$ cat src/sv/json_key_string_extractor_core_macros.svh
// Assertion macros shared by the extractor RTL.
`ifndef JSON_KEY_STRING_EXTRACTOR_CORE_MACROS_SVH
`define JSON_KEY_STRING_EXTRACTOR_CORE_MACROS_SVH

`ifndef NO_ASSERTIONS
// Same-cycle implication, sampled on clk, off during reset.
`define JKSE_ASSERT_NOW(label, ante, cons, msg) \
  label: assert property (@(posedge clk) disable iff (!rst_n) (ante) |-> (cons)) \
    else $error(msg);
// Next-cycle implication, sampled on clk, off during reset.
`define JKSE_ASSERT_NEXT(label, ante, cons, msg) \
  label: assert property (@(posedge clk) disable iff (!rst_n) (ante) |=> (cons)) \
    else $error(msg);
`else
`define JKSE_ASSERT_NOW(label, ante, cons, msg)
`define JKSE_ASSERT_NEXT(label, ante, cons, msg)
`endif

`endif

$ cat src/sv/jkse_pkg.sv
`timescale 1ns / 1ps

package jkse_pkg;

  localparam int KEY_MAX   = 16;
  localparam int WIN_DEPTH = KEY_MAX + 2;
  localparam int LEN_W     = $clog2(KEY_MAX + 1);
  localparam int KIDX_W    = $clog2(KEY_MAX);
  localparam int FILL_W    = $clog2(WIN_DEPTH + 1);
  localparam int KEY_BITS  = 8 * KEY_MAX;

  typedef logic [7:0] byte_t;
  typedef byte_t [WIN_DEPTH-1:0] win_t;

  // register indexes on the config port
  localparam logic [1:0] REG_KEY_LOW  = 2'd0;
  localparam logic [1:0] REG_KEY_HIGH = 2'd1;
  localparam logic [1:0] REG_KEY_LEN  = 2'd2;

  // parser phases
  localparam logic [2:0] PH_SEARCH = 3'd0;
  localparam logic [2:0] PH_COLON  = 3'd1;
  localparam logic [2:0] PH_OPENQ  = 3'd2;
  localparam logic [2:0] PH_VALUE  = 3'd3;
  localparam logic [2:0] PH_ESCAPE = 3'd4;
  localparam logic [2:0] PH_DONE   = 3'd5;

  // status codes
  localparam logic [2:0] ST_CLOSED  = 3'd0;
  localparam logic [2:0] ST_UNTERM  = 3'd1;
  localparam logic [2:0] ST_NOKEY   = 3'd2;
  localparam logic [2:0] ST_NOCOLON = 3'd3;
  localparam logic [2:0] ST_NOQUOTE = 3'd4;

  localparam byte_t CH_QUOTE = 8'h22;
  localparam byte_t CH_COLON = 8'h3A;
  localparam byte_t CH_BSL   = 8'h5C;
  localparam byte_t CH_SPACE = 8'h20;
  localparam byte_t CH_TAB   = 8'h09;
  localparam byte_t CH_CR    = 8'h0D;
  localparam byte_t CH_LF    = 8'h0A;
  localparam byte_t CH_SLASH = 8'h2F;
  localparam byte_t CH_N     = 8'h6E;
  localparam byte_t CH_T     = 8'h74;

  typedef struct packed {
    win_t                 pattern;
    logic [WIN_DEPTH-1:0] mask;
    logic [FILL_W-1:0]    need;
  } key_pat_t;

  typedef struct packed {
    logic shift;
    logic clear;
  } win_ctl_t;

  typedef struct packed {
    logic       has_result;
    byte_t      value_byte;
    logic       value_byte_valid;
    logic       run_last;
    logic [2:0] status;
  } result_t;

  function automatic logic is_ws(input byte_t c);
    return (c == CH_SPACE) || (c == CH_TAB) || (c == CH_CR) || (c == CH_LF);
  endfunction

  function automatic result_t mk_result(input byte_t b, input logic vld, input logic last,
                                        input logic [2:0] st);
    result_t r;
    r.has_result       = 1'b1;
    r.value_byte       = vld ? b : 8'h00;
    r.value_byte_valid = vld;
    r.run_last         = last;
    r.status           = last ? st : ST_CLOSED;
    return r;
  endfunction

endpackage

$ cat src/sv/jkse_in_if.sv
`timescale 1ns / 1ps

interface jkse_in_if;
  logic               valid;
  logic               ready;
  jkse_pkg::byte_t    text_byte;
  logic               end_of_text;

  modport source (output valid, output text_byte, output end_of_text, input ready);
  modport sink   (input valid, input text_byte, input end_of_text, output ready);
endinterface

$ cat src/sv/jkse_out_if.sv
`timescale 1ns / 1ps

interface jkse_out_if;
  logic            valid;
  logic            ready;
  jkse_pkg::byte_t value_byte;
  logic            value_byte_valid;
  logic            run_last;
  logic [2:0]      status;

  modport source (output valid, output value_byte, output value_byte_valid,
                  output run_last, output status, input ready);
  modport sink   (input valid, input value_byte, input value_byte_valid,
                  input run_last, input status, output ready);
endinterface

$ cat src/sv/jkse_cfg_if.sv
`timescale 1ns / 1ps

interface jkse_cfg_if;
  logic        valid;
  logic        ready;
  logic [1:0]  index;
  logic [63:0] data;

  modport source (output valid, output index, output data, input ready);
  modport sink   (input valid, input index, input data, output ready);
endinterface

$ cat src/sv/jkse_cfg_regs.sv
`timescale 1ns / 1ps

module jkse_cfg_regs (
  input  logic               clk,
  input  logic               rst_n,
  jkse_cfg_if.sink           cfg_ch,
  output jkse_pkg::key_pat_t key_pat
);

  logic [63:0]                  key_low_r;
  logic [63:0]                  key_high_r;
  logic [jkse_pkg::LEN_W-1:0]   key_len_r;
  logic [jkse_pkg::KEY_BITS-1:0] key_all;
  logic [jkse_pkg::FILL_W-1:0]  n_bytes;
  logic [jkse_pkg::FILL_W-1:0]  kpos;
  logic [4:0]                   len_in;

  assign cfg_ch.ready = 1'b1;
  assign len_in       = cfg_ch.data[4:0];

  always_ff @(posedge clk) begin
    if (!rst_n) begin
      key_low_r  <= '0;
      key_high_r <= '0;
      key_len_r  <= '0;
    end else if (cfg_ch.valid) begin
      case (cfg_ch.index)
        jkse_pkg::REG_KEY_LOW:  key_low_r  <= cfg_ch.data;
        jkse_pkg::REG_KEY_HIGH: key_high_r <= cfg_ch.data;
        jkse_pkg::REG_KEY_LEN: begin
          if (len_in > 5'(jkse_pkg::KEY_MAX))
            key_len_r <= jkse_pkg::LEN_W'(jkse_pkg::KEY_MAX);
          else
            key_len_r <= jkse_pkg::LEN_W'(len_in);
        end
        default: ;
      endcase
    end
  end

  assign key_all = {key_high_r, key_low_r};
  // pattern is the quoted key, window order: index 0 holds the closing quote
  assign n_bytes = jkse_pkg::FILL_W'(key_len_r) + jkse_pkg::FILL_W'(2);

  always_comb begin
    kpos            = '0;
    key_pat.need    = n_bytes;
    key_pat.mask    = '0;
    key_pat.pattern = '0;
    for (int j = 0; j < jkse_pkg::WIN_DEPTH; j++) begin
      kpos = n_bytes - jkse_pkg::FILL_W'(j) - jkse_pkg::FILL_W'(2);
      if (jkse_pkg::FILL_W'(j) < n_bytes) begin
        key_pat.mask[j] = 1'b1;
        if (j == 0 || jkse_pkg::FILL_W'(j) == n_bytes - jkse_pkg::FILL_W'(1))
          key_pat.pattern[j] = jkse_pkg::CH_QUOTE;
        else
          key_pat.pattern[j] = key_all[8*kpos[jkse_pkg::KIDX_W-1:0] +: 8];
      end
    end
  end

endmodule

$ cat src/sv/jkse_window.sv
`timescale 1ns / 1ps

module jkse_window (
  input  logic               clk,
  input  logic               rst_n,
  input  jkse_pkg::byte_t    text_byte,
  input  jkse_pkg::win_ctl_t ctl,
  input  jkse_pkg::key_pat_t key_pat,
  output logic               match
);

  jkse_pkg::win_t              window_r;
  jkse_pkg::win_t              window_nxt;
  logic [jkse_pkg::FILL_W-1:0] fill_r;
  logic [jkse_pkg::FILL_W-1:0] fill_nxt;
  logic [jkse_pkg::WIN_DEPTH-1:0] hit;

  // window as it stands once this byte is shifted in; [0] is the newest
  assign window_nxt = {window_r[jkse_pkg::WIN_DEPTH-2:0], text_byte};
  assign fill_nxt   = (fill_r == jkse_pkg::FILL_W'(jkse_pkg::WIN_DEPTH)) ? fill_r
                                                                         : fill_r + 1'b1;

  always_comb begin
    for (int j = 0; j < jkse_pkg::WIN_DEPTH; j++)
      hit[j] = !key_pat.mask[j] || (window_nxt[j] == key_pat.pattern[j]);
  end

  assign match = (fill_nxt >= key_pat.need) && (&hit);

  always_ff @(posedge clk) begin
    if (ctl.shift)
      window_r <= window_nxt;
  end

  always_ff @(posedge clk) begin
    if (!rst_n || ctl.clear)
      fill_r <= '0;
    else if (ctl.shift)
      fill_r <= fill_nxt;
  end

endmodule

$ cat src/sv/jkse_parser.sv
`timescale 1ns / 1ps

module jkse_parser (
  input  logic               clk,
  input  logic               rst_n,
  input  logic               advance,
  input  jkse_pkg::byte_t    text_byte,
  input  logic               end_of_text,
  input  logic               match,
  output jkse_pkg::win_ctl_t ctl,
  output jkse_pkg::result_t  res
);

  logic [2:0]      phase_r;
  logic [2:0]      phase_nxt;
  jkse_pkg::byte_t esc_byte;

  assign ctl.shift = advance && (phase_r == jkse_pkg::PH_SEARCH);
  assign ctl.clear = advance && end_of_text;

  always_comb begin
    case (text_byte)
      jkse_pkg::CH_N: esc_byte = jkse_pkg::CH_LF;
      jkse_pkg::CH_T: esc_byte = jkse_pkg::CH_TAB;
      default:        esc_byte = text_byte;
    endcase
  end

  always_comb begin
    phase_nxt = phase_r;
    res       = '0;
    case (phase_r)
      jkse_pkg::PH_SEARCH: begin
        if (match) begin
          phase_nxt = jkse_pkg::PH_COLON;
          if (end_of_text)
            res = jkse_pkg::mk_result(8'h00, 1'b0, 1'b1, jkse_pkg::ST_NOCOLON);
        end else if (end_of_text) begin
          res = jkse_pkg::mk_result(8'h00, 1'b0, 1'b1, jkse_pkg::ST_NOKEY);
        end
      end
      jkse_pkg::PH_COLON: begin
        if (text_byte == jkse_pkg::CH_COLON) begin
          phase_nxt = jkse_pkg::PH_OPENQ;
          if (end_of_text)
            res = jkse_pkg::mk_result(8'h00, 1'b0, 1'b1, jkse_pkg::ST_NOQUOTE);
        end else if (!jkse_pkg::is_ws(text_byte)) begin
          phase_nxt = jkse_pkg::PH_DONE;
          res = jkse_pkg::mk_result(8'h00, 1'b0, 1'b1, jkse_pkg::ST_NOCOLON);
        end else if (end_of_text) begin
          res = jkse_pkg::mk_result(8'h00, 1'b0, 1'b1, jkse_pkg::ST_NOCOLON);
        end
      end
      jkse_pkg::PH_OPENQ: begin
        if (text_byte == jkse_pkg::CH_QUOTE) begin
          phase_nxt = jkse_pkg::PH_VALUE;
          if (end_of_text)
            res = jkse_pkg::mk_result(8'h00, 1'b0, 1'b1, jkse_pkg::ST_UNTERM);
        end else if (!jkse_pkg::is_ws(text_byte)) begin
          phase_nxt = jkse_pkg::PH_DONE;
          res = jkse_pkg::mk_result(8'h00, 1'b0, 1'b1, jkse_pkg::ST_NOQUOTE);
        end else if (end_of_text) begin
          res = jkse_pkg::mk_result(8'h00, 1'b0, 1'b1, jkse_pkg::ST_NOQUOTE);
        end
      end
      jkse_pkg::PH_VALUE: begin
        if (text_byte == jkse_pkg::CH_QUOTE) begin
          phase_nxt = jkse_pkg::PH_DONE;
          res = jkse_pkg::mk_result(8'h00, 1'b0, 1'b1, jkse_pkg::ST_CLOSED);
        end else if (text_byte == jkse_pkg::CH_BSL) begin
          // a lone backslash on the last beat goes out as is
          if (end_of_text)
            res = jkse_pkg::mk_result(text_byte, 1'b1, 1'b1, jkse_pkg::ST_UNTERM);
          else
            phase_nxt = jkse_pkg::PH_ESCAPE;
        end else begin
          res = jkse_pkg::mk_result(text_byte, 1'b1, end_of_text, jkse_pkg::ST_UNTERM);
        end
      end
      jkse_pkg::PH_ESCAPE: begin
        phase_nxt = jkse_pkg::PH_VALUE;
        res = jkse_pkg::mk_result(esc_byte, 1'b1, end_of_text, jkse_pkg::ST_UNTERM);
      end
      default: ;
    endcase
  end

  always_ff @(posedge clk) begin
    if (!rst_n)
      phase_r <= jkse_pkg::PH_SEARCH;
    else if (advance)
      phase_r <= end_of_text ? jkse_pkg::PH_SEARCH : phase_nxt;
  end

endmodule

$ cat src/sv/json_key_string_extractor_core.sv
`timescale 1ns / 1ps
// Channel  Dir  Payload                                          Handshake
// in_ch    in   text_byte[8], end_of_text                        valid/ready
// out_ch   out  value_byte[8], value_byte_valid, run_last, status[3]  valid/ready
// cfg_ch   in   index[2], data[64]                               valid/ready, ready=1
//
// One text byte per cycle sustained while out_ch is not stalled; a beat taken on in_ch that
// yields a result passes the input register, then the result register, before out_ch shows it.
// Key compare and phase update sit between those two registers.
// rst_n is synchronous; it clears the phase, window fill and key registers.
// A held result on out_ch stalls the input register, and in_ch drops ready
// only once that register is also full.

`include "json_key_string_extractor_core_macros.svh"

module json_key_string_extractor_core (
  input  logic       clk,
  input  logic       rst_n,
  jkse_in_if.sink    in_ch,
  jkse_out_if.source out_ch,
  jkse_cfg_if.sink   cfg_ch
);

  logic               in_valid_r;
  jkse_pkg::byte_t    in_byte_r;
  logic               in_eot_r;
  logic               advance;
  logic               out_valid_r;
  jkse_pkg::result_t  out_r;
  jkse_pkg::result_t  res;
  jkse_pkg::win_ctl_t win_ctl;
  jkse_pkg::key_pat_t key_pat;
  logic               match;

  assign advance     = in_valid_r && (!out_valid_r || out_ch.ready);
  assign in_ch.ready = !in_valid_r || advance;

  always_ff @(posedge clk) begin
    if (!rst_n)
      in_valid_r <= 1'b0;
    else if (in_ch.ready)
      in_valid_r <= in_ch.valid;
  end

  always_ff @(posedge clk) begin
    if (in_ch.valid && in_ch.ready) begin
      in_byte_r <= in_ch.text_byte;
      in_eot_r  <= in_ch.end_of_text;
    end
  end

  jkse_cfg_regs u_cfg (
    .clk     (clk),
    .rst_n   (rst_n),
    .cfg_ch  (cfg_ch),
    .key_pat (key_pat)
  );

  jkse_window u_window (
    .clk       (clk),
    .rst_n     (rst_n),
    .text_byte (in_byte_r),
    .ctl       (win_ctl),
    .key_pat   (key_pat),
    .match     (match)
  );

  jkse_parser u_parser (
    .clk         (clk),
    .rst_n       (rst_n),
    .advance     (advance),
    .text_byte   (in_byte_r),
    .end_of_text (in_eot_r),
    .match       (match),
    .ctl         (win_ctl),
    .res         (res)
  );

  always_ff @(posedge clk) begin
    if (!rst_n)
      out_valid_r <= 1'b0;
    else if (advance)
      out_valid_r <= res.has_result;
    else if (out_ch.ready)
      out_valid_r <= 1'b0;
  end

  always_ff @(posedge clk) begin
    if (advance && res.has_result)
      out_r <= res;
  end

  assign out_ch.valid            = out_valid_r;
  assign out_ch.value_byte       = out_r.value_byte;
  assign out_ch.value_byte_valid = out_r.value_byte_valid;
  assign out_ch.run_last         = out_r.run_last;
  assign out_ch.status           = out_r.status;

  `JKSE_ASSERT_NOW(a_status_only_on_last, out_valid_r && !out_r.run_last,
                   out_r.status == jkse_pkg::ST_CLOSED, "status set on a non-final beat")
  `JKSE_ASSERT_NOW(a_byte_zero_when_empty, out_valid_r && !out_r.value_byte_valid,
                   out_r.value_byte == 8'h00, "value byte nonzero without value_byte_valid")
  `JKSE_ASSERT_NOW(a_status_in_range, out_valid_r,
                   out_r.status == jkse_pkg::ST_CLOSED || out_r.status == jkse_pkg::ST_UNTERM ||
                   out_r.status == jkse_pkg::ST_NOKEY || out_r.status == jkse_pkg::ST_NOCOLON ||
                   out_r.status == jkse_pkg::ST_NOQUOTE, "status code out of range")
  `JKSE_ASSERT_NEXT(a_in_reg_held, in_valid_r && !advance,
                    in_valid_r && $stable(in_byte_r) && $stable(in_eot_r),
                    "stalled input register lost its beat")

endmodule
$ cat src/flat_wrapper.sv
// flat-port wrapper written by rule: the top's interface ports become plain ports
module json_key_string_extractor_core_flat 
  (clk, rst_n, in_ch_valid, in_ch_text_byte, in_ch_end_of_text, in_ch_ready, out_ch_valid, out_ch_value_byte, out_ch_value_byte_valid, out_ch_run_last, out_ch_status, out_ch_ready, cfg_ch_valid, cfg_ch_index, cfg_ch_data, cfg_ch_ready);
  jkse_in_if in_ch_i ();
  jkse_out_if out_ch_i ();
  jkse_cfg_if cfg_ch_i ();
  input  logic clk;
  input  logic rst_n;
  input wire logic [$bits(in_ch_i.valid)-1:0] in_ch_valid;
  input wire logic [$bits(in_ch_i.text_byte)-1:0] in_ch_text_byte;
  input wire logic [$bits(in_ch_i.end_of_text)-1:0] in_ch_end_of_text;
  output wire logic [$bits(in_ch_i.ready)-1:0] in_ch_ready;
  output wire logic [$bits(out_ch_i.valid)-1:0] out_ch_valid;
  output wire logic [$bits(out_ch_i.value_byte)-1:0] out_ch_value_byte;
  output wire logic [$bits(out_ch_i.value_byte_valid)-1:0] out_ch_value_byte_valid;
  output wire logic [$bits(out_ch_i.run_last)-1:0] out_ch_run_last;
  output wire logic [$bits(out_ch_i.status)-1:0] out_ch_status;
  input wire logic [$bits(out_ch_i.ready)-1:0] out_ch_ready;
  input wire logic [$bits(cfg_ch_i.valid)-1:0] cfg_ch_valid;
  input wire logic [$bits(cfg_ch_i.index)-1:0] cfg_ch_index;
  input wire logic [$bits(cfg_ch_i.data)-1:0] cfg_ch_data;
  output wire logic [$bits(cfg_ch_i.ready)-1:0] cfg_ch_ready;
  assign in_ch_i.valid = in_ch_valid;
  assign in_ch_i.text_byte = in_ch_text_byte;
  assign in_ch_i.end_of_text = in_ch_end_of_text;
  assign in_ch_ready = in_ch_i.ready;
  assign out_ch_valid = out_ch_i.valid;
  assign out_ch_value_byte = out_ch_i.value_byte;
  assign out_ch_value_byte_valid = out_ch_i.value_byte_valid;
  assign out_ch_run_last = out_ch_i.run_last;
  assign out_ch_status = out_ch_i.status;
  assign out_ch_i.ready = out_ch_ready;
  assign cfg_ch_i.valid = cfg_ch_valid;
  assign cfg_ch_i.index = cfg_ch_index;
  assign cfg_ch_i.data = cfg_ch_data;
  assign cfg_ch_ready = cfg_ch_i.ready;
  json_key_string_extractor_core u_core (.clk(clk), .rst_n(rst_n), .in_ch(in_ch_i), .out_ch(out_ch_i), .cfg_ch(cfg_ch_i));
endmodule
$ cat config.mk
export PLATFORM = sky130hd
export DESIGN_NAME = json_key_string_extractor_core_flat
export DESIGN_NICKNAME = d
export VERILOG_FILES = /design/src/sv/jkse_pkg.sv /design/src/sv/jkse_in_if.sv /design/src/sv/jkse_out_if.sv /design/src/sv/jkse_cfg_if.sv /design/src/sv/jkse_cfg_regs.sv /design/src/sv/jkse_window.sv /design/src/sv/jkse_parser.sv /design/src/sv/json_key_string_extractor_core.sv /design/src/flat_wrapper.sv
export VERILOG_INCLUDE_DIRS = /design/src /design/src/sv
export SDC_FILE = /design/constraint.sdc
export NUM_CORES = 1
export LEC_CHECK = 0
export ABC_AREA = 1
export ABC_CLOCK_PERIOD_IN_PS = 8450
export BUFFER_PORTS_ARGS = -buffer_cell sky130_fd_sc_hd__buf_2
export CAP_MARGIN = 20
export CORE_MARGIN = 3
export CORE_UTILIZATION = 47
export CTS_CLUSTER_DIAMETER = 60
export CTS_CLUSTER_SIZE = 24
export DETAILED_ROUTE_END_ITERATION = 10
export HOLD_SLACK_MARGIN = 0.08
export PLACE_DENSITY = 0.66
export SYNTH_ARGS = -nofsm -noshare
export SYNTH_HDL_FRONTEND = slang
export SYNTH_SLANG_ARGS = --single-unit
$ cat constraint.sdc
create_clock -name clk -period 8.45 [get_ports clk]
set_clock_uncertainty 0.15 [all_clocks]
set_input_delay 1.69 -clock clk [delete_from_list [all_inputs] [get_ports clk]]
set_output_delay 1.69 -clock clk [all_outputs]
set_load 0.02 [all_outputs]
# Word-level counts from Yosys, hierarchy flattened
# Cells that the tools add are included.
word_totals:
  romBits: 0
  inputBits: 80
  latchBits: 0
  n_memories: 0
  wordCells: 296
  mem_bits_rw: 0
  out_inout_bits: 16
  register_bits: 301
op_classes:
  n_addsub: 36
  bitwise_logic: 0
  mux: 80
  n_mul: 0
  n_reduce_logical: 60
  div: 0
  shift: 17
  n_eq_ne: 53
  n_lt_le_gt_ge: 20
op_table:
  columns: ["cell", "count"]
  rows:
  - ["indexed part select 128 x 8 -> 8 bit", 17]
  - ["two-way mux 8 bit", 34]
  - ["two-way mux 14 bit", 12]
  - ["== test 8 bit", 18]
  - ["subtractor 4 x 2 -> 4 bit (second input constant)", 19]
  - ["case mux 14 bit (5 select lines)", 1]
  - ["== test 4 x 5 -> 1 bit (first input constant)", 8]
  - ["less-than comparator 4 x 5 -> 1 bit (first input constant)", 8]
  - ["subtractor 4 bit (second input constant)", 8]
  - ["== test 8 x 4 -> 1 bit (second input constant)", 3]
  - ["== test 8 x 6 -> 1 bit (second input constant)", 3]
  - ["== test 8 x 7 -> 1 bit (second input constant)", 3]
  - ["logical OR 1 bit", 24]
  - ["logical NOT 1 bit", 21]
  - ["two-way mux 1 bit", 21]
  - ["two-way mux 3 bit", 7]
  - ["== test 3 x 5 -> 1 bit (first input constant)", 4]
  - ["less-than comparator 3 x 5 -> 1 bit (first input constant)", 4]
  - ["AND reduction 18 bit", 1]
  - ["case mux 8 bit (2 select lines)", 1]
  - ["subtractor 4 x 3 -> 4 bit (second input constant)", 4]
  - ["case mux 3 bit (5 select lines)", 1]
  - ["== test 2 x 5 -> 1 bit (first input constant)", 2]
  - ["== test 5 bit (first input constant)", 2]
  - ["27 further kinds", 40]

# Longest topological paths before layout
logic_depth:
  word_depth: 13
  mapped_depth: 32
  ltp_nobuf: 27

# Modules after synthesis
# A second synthesis with hierarchy kept.
hier_totals:
  hier_cells: 3107
  hier_area_um2: 20628.5
by_module_without_submodules:
  columns: ["mod", "cells_each", "area_per_inst_um2", "seq_area_each_um2", "instances"]
  rows:
  - ["jkse_cfg_regs", 2307, 12483.2, 2662.6, 1]
  - ["jkse_window", 622, 6691.4, 4184.0, 1]
  - ["json_key_string_extractor_core", 39, 768.2, 700.7, 1]
  - ["jkse_parser", 139, 685.7, 60.1, 1]

# Worst setup path before layout
# No wires, ideal clock.
synth_timing:
  kind: "input-to-reg"
  from: "in out_ch_ready"
  to: "reg u_core.u_window.fill_r[1] (netlist bit)"
  setup_slack_ps: 1841
  path_stages: 7
  t_required_ps: 8172
  arrival_ps: 6331
  path_cell_list: "inv_1 nand2_1 nand2_1 nor2_1 clkbuf_1 o21ai_0 a21oi_1"
synth_rtl:
  columns: ["element", "line_no", "text"]
  rows:
  - ["start, declared", "flat_wrapper.sv:18", "input wire logic [$bits(out_ch_i.ready)-1:0] out_ch_ready;"]
  - ["end signal, assigned", "jkse_window.sv:39", "fill_r <= fill_nxt;"]
  - ["end, declared", "jkse_window.sv:14", "logic [jkse_pkg::FILL_W-1:0] fill_r;"]

# Final worst setup path
layout_timing:
  from: "reg u_core.u_cfg.key_len_r[1] (netlist bit)"
  to: "reg u_core.u_parser.phase_r[1]"
layout_between:
  elab_chain_cells: 12
layout_rtl:
  columns: ["element", "line_no", "text"]
  rows:
  - ["start, declared", "jkse_cfg_regs.sv:12", "logic [jkse_pkg::LEN_W-1:0] key_len_r;"]
  - ["start signal, assigned", "jkse_cfg_regs.sv:32", "key_len_r <= jkse_pkg::LEN_W'(jkse_pkg::KEY_MAX);"]
  - ["start signal, assigned", "jkse_cfg_regs.sv:34", "key_len_r <= jkse_pkg::LEN_W'(len_in);"]
  - ["adder 5 x 2 -> 5 bit *", "jkse_cfg_regs.sv:43", "assign n_bytes = jkse_pkg::FILL_W'(key_len_r) + jkse_pkg::FILL_W'(2);"]
  - ["subtractor 5 x 1 -> 5 bit, or another cell as far along", "jkse_cfg_regs.sv:54", "if (j == 0 || jkse_pkg::FILL_W'(j) == n_bytes - jkse_pkg::FILL_W'(1))"]
  - ["subtractor 4 x 2 -> 4 bit", "jkse_cfg_regs.sv:51", "kpos = n_bytes - jkse_pkg::FILL_W'(j) - jkse_pkg::FILL_W'(2);"]
  - ["indexed part select 128 x 8 -> 8 bit", "jkse_cfg_regs.sv:57", "key_pat.pattern[j] = key_all[8*kpos[jkse_pkg::KIDX_W-1:0] +: 8];"]
  - ["two-way mux 8 bit", "jkse_cfg_regs.sv:54", null]
  - ["two-way mux 8 bit", "jkse_cfg_regs.sv:52", "if (jkse_pkg::FILL_W'(j) < n_bytes) begin"]
  - ["== test 8 bit", "jkse_window.sv:25", "hit[j] = !key_pat.mask[j] || (window_nxt[j] == key_pat.pattern[j]);"]
  - ["logical OR 1 bit", "jkse_window.sv:25", null]
  - ["AND reduction 18 bit", "jkse_window.sv:28", "assign match = (fill_nxt >= key_pat.need) && (&hit);"]
  - ["logical AND 1 bit *", "jkse_window.sv:28", null]
  - ["inequality test 3 x 1 -> 1 bit (no source line) *", null, null]
  - ["AND reduction 4 bit (no source line) *", null, null]
  - ["end signal, assigned", "jkse_parser.sv:90", "phase_r <= jkse_pkg::PH_SEARCH;"]
  - ["end signal, assigned", "jkse_parser.sv:92", "phase_r <= end_of_text ? jkse_pkg::PH_SEARCH : phase_nxt;"]
  - ["end, declared", "jkse_parser.sv:14", "logic [2:0] phase_r;"]
# Every way passes the cells marked *; elsewhere a longest branch is shown, timed or not.
# A chain may end at the register's enable or synchronous reset.

==> flow_summary.yaml <==
outcome:
  status: "finished, final reports clean"
critical_path:
  crit_family: "simple AND/OR/NAND/NOR gates"
  cp_num_cells: 24
  r2r_slack_ns: 2.73
  worstSetupStartpointType: "register"
  cp.required_ns: 8.76
  critPathCaptureType: "register"
  slowest_delay_ns: 0.76
  reg2reg_depth: 24
  critPathLaunch: "u_core.u_cfg.key_len_r[1]$_SDFFE_PN0P_"
  crit_fanout: 75
  crit_buf_inv: 3
  crit_type: "register to register"
  crit_top_cell: "nand2_1"
  path_cells: "buf_4, ha_1, inv_2, nand2_1, nand2_2, ha_1, nand2_1, inv_1, nand3_1, nand2_2, a21oi_1, nand4_1, nand2_1, nand2_1, nor2_1, nand2_1, nand2_1, nand2_1, nor2_1, nand3_2, o21bai_4, nand3_1, nand2_1, nor2_1"
  slowest_stage: "a21oi_1"
  endpoint: "u_core.u_parser.phase_r[1]$_SDFFE_PN0P_"
  worstReg2RegEnd: "u_core.u_parser.phase_r[1]$_SDFFE_PN0P_"
  worstPathArrival_ns: 6.04
  r2r_start: "u_core.u_cfg.key_len_r[1]$_SDFFE_PN0P_"
route:
  vias: 23574
  top_layer: "met5"
  wl_met1_mm: 38.4
  ant_nets: 0
  dr.pass1.iters: 7
  wl_met2_mm: 39.8
  wl_per_cell_um: 24.8
  wl_mm: 95.5
  drc_errors: 0
  first_iter_violations: 3487
  vias_per_cell: 6.11
  route.met3.wl_mm: 10.8
run:
  maxCapViolations: 0
clock_tree:
  hold_buffers: 0
  cts_setup_buffers: 0
  clk_latency_ns: 0.57
  clk_transition_reported_paths_ns: 0.08
  root_buffer: "clkbuf_16"
  cts.sinks: 301
  cts_tree: "built"
  post_cts_resized: 0
  cts_max_path_buffers: 3
  htreeDepth: 1
  numCtsBuffers: 24
timing:
  fin_tns_setup_ns: 0
  max_slew_margin_pct: 28.6
  finalSetupViolations: 0
  worst_pin_slew_ns: 1.07
  drv_slew: 0
  fin_crit_ns: 5.72
  post-route-period-util_pct: 67.7
  fmax_ghz: 0.175
  rsz0062_at_grt: "no"
  hold_viol: 0
  worst_hold_slack_ns: 0.333
die:
  die_w_um: 218
  std_cell_rows: 77
  coreArea_um2: 44400
  die_h_um: 218
  start_util_pct: 47.7
  die_area_um2: 47700
  io_pins: 96
synth:
  syn_nets: 3368
  ys_types: 53
  synth-edff-count: 158
  ys.flop_type: "edfxtp_1"
  yosysWarnings: 0
  synth_seq_cells: 301
  syn_area_um2: 21200
  synth_cells: 3269
  synth.avg_cell_area_um2: 6.49
  synthArstFlopShare_pct: 0
  seq_area_frac_synth_pct: 35.9
global_routing:
  grt_pass1_vias: 20947
  grt.total_usage_pct: 39.4
  antenna_found_initial: 4
  grt_pass1_wl_mm: 139
  grt_max_degree: 102
  grt-ovfl-total: 0
finish:
  nets: 3345
  utilization_pct: 51.0
  final_cell_mix: "nand2_1 (1058), nand3_1 (799), nor2_1 (365)"
  drive_above_1_share_pct: 7.35
  final_area_um2: 22600
  fillers: 4437
  mostFrequentLayoutCell: "nand2_1"
  area_delta_synth_final_pct: 6.81
hold_path:
  hp-class: "register to register"
placement:
  place_hpwl_mm: 75.0
  placed_cell_area_um2: 21700
  gp_congestion: 1.12
  numPortBuffers: 94
power:
  power_mw: 4.18
  power_density_nw_per_um2: 185
  p_leak_nw: 10.3
  ir_worst_vdd_mv: 0.209
-- cell usage after synthesis, types with 9 or more instances --
cell / n / area, µm²
o21ai_0: 145 / 726
buf_2: 53 / 265
clkbuf_1: 56 / 210
buf_4: 27 / 203
nand2_1: 1058 / 3970
nor2_1: 366 / 1370
ha_1: 19 / 238
buf_6: 16 / 180
nand3b_1: 35 / 263
nand3_1: 799 / 4000
xor2_1: 14 / 123
nand2_2: 21 / 131
inv_2: 13 / 48.8
a21oi_1: 24 / 120
buf_1: 11 / 41.3
dfxtp_1: 143 / 2860
edfxtp_1: 158 / 4740
o21bai_1: 21 / 158
inv_1: 173 / 649
nor3_1: 9 / 45.0
nand4_1: 17 / 106
-- cell families after synthesis --
group	count (synthesis)	share of synthesized area, %
adders and majority gates	19	1.12
xor gates and xnor gates	22	0.909
DFF	301	35.9
other	1	0.0177
muxes	1	0.0472
AOI/OAI and AO/OA	228	6.08
and+or+nand+nor	2341	48.3
buffers and inverters	356	7.69
-- per-stage QoR --
stage               worst slack, ns  std cells
global route                   2.31       3856
detailed placement             2.96       3810
global placement               3.06       3810
floorplan                      1.84       3269
finish                         2.73       3857
CTS                            2.95       3854
-- how the worst min path moves through the flow --
stage                     slack [ns]                                      from  depth (start not counted)                                   endpoint
after floorplan                 0.28  u_core.u_window.window_nxt[15]$_DFFE_PP_                          0   u_core.u_window.window_nxt[23]$_DFFE_PP_
after CTS                       0.32  u_core.u_window.window_nxt[94]$_DFFE_PP_                          0  u_core.u_window.window_nxt[102]$_DFFE_PP_
final                           0.33  u_core.u_window.window_nxt[94]$_DFFE_PP_                          0  u_core.u_window.window_nxt[102]$_DFFE_PP_
after global placement          0.30  u_core.u_window.window_nxt[94]$_DFFE_PP_                          0  u_core.u_window.window_nxt[102]$_DFFE_PP_
after detailed placement        0.31  u_core.u_window.window_nxt[92]$_DFFE_PP_                          0  u_core.u_window.window_nxt[100]$_DFFE_PP_
after global routing            0.34  u_core.u_window.window_nxt[69]$_DFFE_PP_                          0   u_core.u_window.window_nxt[77]$_DFFE_PP_
-- state kept, by name, indices dropped and copies added, names as in the netlist, 3 cells and up --
signal,count
u_core.out_ch.status,3
u_core.u_cfg.key_len_r,5
u_core.u_cfg.key_low_r,64
u_core.u_window.window_nxt,136
u_core.in_byte_r,8
u_core.u_cfg.key_high_r,64
u_core.out_ch.value_byte,8
u_core.u_parser.phase_r,3
u_core.u_window.fill_r,5
-- worst register-to-register path: cells and delay by family (launching register included) --
kind / cells / cell delay [ns]
simple gates: 17 / 2.37
buf+inv: 3 / 0.85
fa+ha+maj: 2 / 0.94
compound gates: 2 / 0.97
flops: 1 / 0.34
-- final cells by class --
cell class	instances	area, µm²	area share, %
Tap cell	592	741	3.27
Inverter	193	732	3.23
Timing Repair Buffer	114	646	2.85
Clock inverter	16	240	1.06
Multi-Input combinational cell	2612	12000	52.9
Sequential cell	301	7610	33.6
Clock buffer	28	689	3.04
Antenna cell	1	2.50	0.0110
-- layer usage --
| metal | vias to the layer above | global-route usage (%) |
|---|---|---|
| li1 | 10787 | - |
| met3 | 237 | 8.83 |
| met5 | - | 0 |
| met4 | 2 | 21.2 |
| met1 | 11090 | 53.9 |
| met2 | 1458 | 58.0 |
-- where the power goes --
part	leakage, nW	total, mW	internal [mW]	switching, mW
Combinational	7.19	1.12	0.276	0.840
Sequential	2.63	1.75	1.64	0.103
Clock	0.457	1.32	0.689	0.630
Total	10.3	4.18	2.61	1.57
Note: power is estimated with default switching activity, not from simulation.
